### src/rtl/dte_pkg.sv
// dte_pkg: shared types and codes for the descriptor table engine
// request modes, result status codes, controller states and the
// command/status structs between controller and datapath
`timescale 1ns / 1ps
`default_nettype none

package dte_pkg;

    // pin count storage width, fixed by the largest pin limit
    localparam int PIN_W = 7;

    // request modes
    typedef enum logic [2:0] {
        MODE_ALLOC   = 3'd0,
        MODE_RELEASE = 3'd1,
        MODE_PIN     = 3'd2,
        MODE_UNPIN   = 3'd3,
        MODE_LOOKUP  = 3'd4,
        MODE_QUERY   = 3'd5
    } t_mode;

    // result status codes
    typedef enum logic [2:0] {
        ST_OK      = 3'd0,
        ST_FULL    = 3'd1,
        ST_INVALID = 3'd2,
        ST_BUSY    = 3'd3,
        ST_FAULT   = 3'd4
    } t_status;

    // controller states
    typedef enum logic [2:0] {
        S_CLEAR,
        S_IDLE,
        S_DISPATCH,
        S_EXEC,
        S_SCAN,
        S_OUT
    } t_state;

    // controller to datapath
    typedef struct packed {
        logic clr_we;       // clear one table entry, advance clear pointer
        logic capture;      // load the request registers
        logic rd_single;    // read the addressed slot
        logic exec_single;  // finish release / pin / unpin / lookup
        logic scan_start;   // set up the slot scan
        logic scan_step;    // issue the next scan read
        logic scan_end;     // finish allocate / query
        logic load_out;     // move the finished result into the output register
    } t_dp_cmd;

    // datapath to controller
    typedef struct packed {
        logic clr_last;     // clear pointer is on the last entry
        logic req_scan;     // request needs a slot scan
        logic scan_hit;     // current scan candidate matches
        logic scan_miss;    // every slot checked, none matched
        logic out_free;     // output register can take a result
    } t_dp_stat;

endpackage

`default_nettype wire

### src/rtl/dte_ctrl.sv
// dte_ctrl: sequencing state machine for the descriptor table engine
// drives the datapath through t_dp_cmd and watches t_dp_stat (dte_pkg)
`timescale 1ns / 1ps
`default_nettype none

module dte_ctrl (
    input  wire               i_clk,
    input  wire               i_rst_n,
    input  wire               i_in_valid,
    output logic              o_in_ready,
    input  dte_pkg::t_dp_stat i_stat,
    output dte_pkg::t_dp_cmd  o_cmd
);
    import dte_pkg::*;

    t_state r_state;
    t_state n_state;

    // state register
    always_ff @(posedge i_clk) begin
        if (!i_rst_n) begin
            r_state <= S_CLEAR;
        end else begin
            r_state <= n_state;
        end
    end

    // next state and commands
    always_comb begin
        n_state    = r_state;
        o_cmd      = '0;
        o_in_ready = 1'b0;
        unique case (r_state)
            S_CLEAR: begin
                o_cmd.clr_we = 1'b1;
                if (i_stat.clr_last) begin
                    n_state = S_IDLE;
                end
            end
            S_IDLE: begin
                o_in_ready = 1'b1;
                if (i_in_valid) begin
                    o_cmd.capture = 1'b1;
                    n_state       = S_DISPATCH;
                end
            end
            S_DISPATCH: begin
                if (i_stat.req_scan) begin
                    o_cmd.scan_start = 1'b1;
                    n_state          = S_SCAN;
                end else begin
                    o_cmd.rd_single = 1'b1;
                    n_state         = S_EXEC;
                end
            end
            S_EXEC: begin
                o_cmd.exec_single = 1'b1;
                n_state           = S_OUT;
            end
            S_SCAN: begin
                if (i_stat.scan_hit || i_stat.scan_miss) begin
                    o_cmd.scan_end = 1'b1;
                    n_state        = S_OUT;
                end else begin
                    o_cmd.scan_step = 1'b1;
                end
            end
            S_OUT: begin
                if (i_stat.out_free) begin
                    o_cmd.load_out = 1'b1;
                    n_state        = S_IDLE;
                end
            end
            default: begin
                n_state = S_IDLE;
            end
        endcase
    end

endmodule

`default_nettype wire

### config.mk
export PLATFORM = sky130hd
export DESIGN_NAME = dte_ctrl
export DESIGN_NICKNAME = d
export VERILOG_FILES = /design/src/rtl/dte_pkg.sv /design/src/rtl/dte_ctrl.sv
export SDC_FILE = /design/constraint.sdc
export NUM_CORES = 1
export LEC_CHECK = 0
export BUFFER_PORTS_ARGS = -buffer_cell sky130_fd_sc_hd__clkbuf_2
export CAP_MARGIN = 10
export CORE_AREA = 4 4 41 43
export CTS_CLUSTER_DIAMETER = 40
export DETAILED_ROUTE_END_ITERATION = 7
export DIE_AREA = 0 0 45 47
export PLACE_DENSITY_LB_ADDON = 0.12
export SLEW_MARGIN = 40
export SYNTH_ARGS = -nofsm -noshare
export SYNTH_HDL_FRONTEND = slang
export SYNTH_SLANG_ARGS = --single-unit
### constraint.sdc
create_clock -name i_clk -period 3.2 [get_ports i_clk]
set_clock_uncertainty 0.15 [all_clocks]
set_input_delay 0.64 -clock i_clk [delete_from_list [all_inputs] [get_ports i_clk]]
set_output_delay 0.64 -clock i_clk [all_outputs]
set_load 0.05 [all_outputs]
Word-level counts from Yosys, hierarchy flattened:

Cells that the tools add are included.

* logic and storage cells: 33
* output and inout bits: 9
* bits of input ports: 8
* bits in registers: 3

* reductions and logical operators: 3
* mux-type cells: 20
* eq/ne operators: 9

Operators by type and width (number)
* 3-bit one-hot mux with 6 select lines: 1
* 3-bit two-way mux: 5
* 1-bit two-way mux: 13
* 2-bit != test, second input constant: 4
* 3-bit by 2-bit equality test with 1-bit output, second input constant: 2
* 3-bit equality test, second input constant: 2
* 4-bit AND reduction: 1
* 3-bit by 1-bit equality test with 1-bit output, second input constant: 1
* 3-bit zero test: 1
* 2-bit two-way mux: 1
* 1-bit logical OR: 1

Depth between registers and ports, before layout:

* depth after elaboration: 3
* gate-level depth with buffers: 4
* mapped depth without buffers: 3

Least setup slack after synthesis:

OpenSTA, ideal clock, no wires.

* path type: input -> output
* from: in i_in_valid
* to: out o_cmd[6] (netlist name)
* stages on the path: 2
* path slack: 0.416 ns
* path buffers: 0
* data arrival time: 1.994 ns
* required time: 2.410 ns
* cell sequence: and2_1 nor3b_1

RTL lines
* start: declaration: line dte_ctrl.sv:9 `input wire i_in_valid,`
* end: declaration: line dte_ctrl.sv:12 `output dte_pkg::t_dp_cmd o_cmd`

==> results.py <==
metrics = {
    "synthesis": {
        "ys_top_cells_by_count": "nor2_1, nor3_1, dfxtp_1, nor3b_1, buf_2",
        "yosys.area.top_type": "dfxtp_1",
        "synth_nets": 42,
        "synth_cell_type_count": 23,
        "synth_edf_count": 0,
        "synth_compound_area_share_pct": 11.63,
        "synth_area_leaders": "dfxtp_1, nor3b_1, nor3_1",
        "yosys_warnings": 0,
        "syn_avg_cell_area_um2": 7.912,
        "synth_fa_ha_area_share_pct": 0,
        "postSynthCellCount": 34,
        "synth-simple-area-share_pct": 47.44,
        "async_reset_ff_share_pct": 0,
        "synthXorXnorAreaFrac_pct": 0,
        "netlist.area_leader.share_pct": 22.33,
        "ys.flop_type": "dfxtp_1",
        "synth_top_family_by_area": "simple AND/OR/NAND/NOR gates",
        "netlist_area_um2": 269.0,
        "ys_seq_area_share_pct": 22.33,
        "synth_seq_cells": 3,
        "synthMuxAreaShare_pct": 9.302,
    },
    "power_and_ir_drop": {
        "vdd_drop_max_mv": 0.1899,
        "total_power_w": 0.0002032,
        "power.density_nw_per_um2": 544.9,
        "leakagePower_nw": 0.1715,
    },
    "placement": {
        "io_buffers": 16,
        "hpwl_um": 524.3,
        "placed_cells": 62,
        "pre_cts_slack_ns": 0.9356,
        "finalWeightedCongestion": 0.6181,
    },
    "worst_setup_path": {
        "reg2reg_depth": 3,
        "endpoint_kind": "output pin",
        "worstReg2RegStart": "r_state[2]",
        "crit_fanout": 11,
        "start_kind": "flip-flop",
        "ff2ff_setup_slack_ns": 1.68,
        "critical_path_arrival_ns": 1.72,
        "critical_path_class": "flip-flop to output pin",
        "reg2reg_to": "r_state[0]",
        "crit_required_ns": 2.41,
    },
    "clock_network": {
        "cts.clk_slew.worst_paths_ns": 0.04,
        "cts_tree": "yes",
        "insertion_delay_ns": 0.24,
        "postCtsHoldBufs": 0,
        "cts_buffer_depth": 2,
        "post_cts_buffers": 0,
        "h-tree-depth": 1,
        "root_buffer": "clkbuf_4",
        "cts_resized": 0,
        "numCtsBuffers": 3,
        "cts_sinks": 3,
    },
    "route": {
        "drc": 0,
        "vias": 294,
        "wirelength_um": 713,
        "drt_first_pass_iters": 3,
        "routedWlPerCell_um": 10.80,
        "vias_per_cell": 4.455,
        "drt_iter0_drc": 2,
        "final_antenna_net_count": 0,
    },
    "global_routing": {
        "grt_remaining_overflow": 0,
        "grt_pass1_vias": 297,
        "met3_usage_pct": 2.299,
        "use_met1_pct": 11.99,
        "grt-busiest-layer": "met1",
        "gr-usage-all-layers_pct": 8.596,
        "grt_start_max_net_pins": 13,
        "grt_pass1_wl_um": 1311,
        "grt_use_met2_pct": 10.73,
        "antenna_found_initial": 0,
    },
    "timing": {
        "whs_ns": 0.5030,
        "finalSetupViolCount": 0,
        "timing.fmax_ghz": 0.3986,
        "worst_slew_pin_slew_ns": 0.3729,
        "layout_min_cycle_time_ns": 2.509,
        "final.setup.worst_slack_ns": 0.6913,
        "rsz0062_at_grt": "no",
        "final_max_slew_viol_count": 0,
        "fin_crit_sh_pct": 78.40,
        "hold_viol": 0,
        "tns_ns": 0,
        "max_slew_margin_pct": 75.11,
    },
    "layout": {
        "syn2layout_area_growth_pct": 38.60,
        "final_cells": 66,
        "layout-drive-gt1-share_pct": 41.18,
        "regMostFlops": "r_state",
        "largest_reg_flops": 3,
        "largest_registers": "r_state (3)",
        "nNetsFinal": 60,
        "n_antenna_cell": 0,
        "fill_cells": 161,
    },
    "floorplanning": {
        "fp.dieW_um": 45,
        "die_area_um2": 2115,
        "die_h_um": 47,
        "start_util_pct": 20.67,
        "rows": 13,
        "num_io_pins": 17,
        "core_um2": 1301,
    },
    "min_path": {
        "hold_depth": 3,
        "hold_class": "primary input to flip-flop",
        "min_from": "i_rst_n",
        "worstHoldEndpoint": "r_state[2]",
    },
    "outcome": {
        "status": "completed",
    },
    "run": {
        "maxCapViolations": 0,
    },
}
[worst max-delay path by stage]
stage                     slack [ns]       end  cells past startpoint        from
after floorplan                 0.42  o_cmd[6]                      2  i_in_valid
after CTS                       0.68  o_cmd[2]                      3  r_state[2]
after global routing            0.55  o_cmd[2]                      3  r_state[2]
after global placement          0.93  o_cmd[6]                      4  i_in_valid
final                           0.69  o_cmd[2]                      3  r_state[2]
after detailed placement        0.94  o_cmd[6]                      4  i_in_valid
[through the flow]
step / util, % / instance area (um2)
after detailed placement: 26.63 / 346.6
after global routing: 28.65 / 372.9
after CTS: 28.65 / 372.9
after floorplan: - / 269.0
after global placement: 26.63 / 346.6
final: 28.65 / 372.9
[metal layers]
metal	part of all wire [%]	vias up
met3	12	3
met2	37	15
met4	2.7	0
li1	-	155
met1	48	121
met5	0	-
[power by group]
group	switching, W	total, W	internal (W)
registers	0.0000127	0.0000549	0.0000421
clock network	0.0000232	0.0000702	0.0000470
logic	0.0000514	0.0000781	0.0000267
[cell type report]
cell class              instances  area, um2  share of cell area, %
flip-flops and latches          3      60.06                  16.11
multi-input cells              27      183.9                  49.33
well taps                      15      18.77                  5.034
clock buffers                   4      26.28                  7.047
repair buffers                 16      80.08                  21.48
inverters                       1      3.754                  1.007
[critical path: stages (launching register included)]
cell and delay, ns:
dfxtp_1 0.52, or3b_1 0.40, nor3_1 0.23, clkbuf_2 0.33
[kinds of logic after synthesis]
logic type	Yosys count
muxes	2
buffers and inverters	4
AOI/OAI and AO/OA	4
and+or+nand+nor	21
DFF	3
[cells in the final DEF, fill, tap and decap left out]
cell       n
clkbuf_2  16
nor3_1     4
nor2_1     4
nor3b_1    3
clkbuf_4   3
dfxtp_1    3
nand2b_1   1
inv_1      1
or3b_1     1
and2_1     1
and4b_1    1
nand2_1    1
or2_2      1
a211oi_1   1
nor4b_1    1
mux2i_1    1
mux2_4     1
or3_1      1
and2b_1    1
o32a_1     1
nor2b_1    1
o41ai_1    1
a21oi_1    1
clkbuf_1   1
No activity file was read; power rests on OpenSTA's default activity.
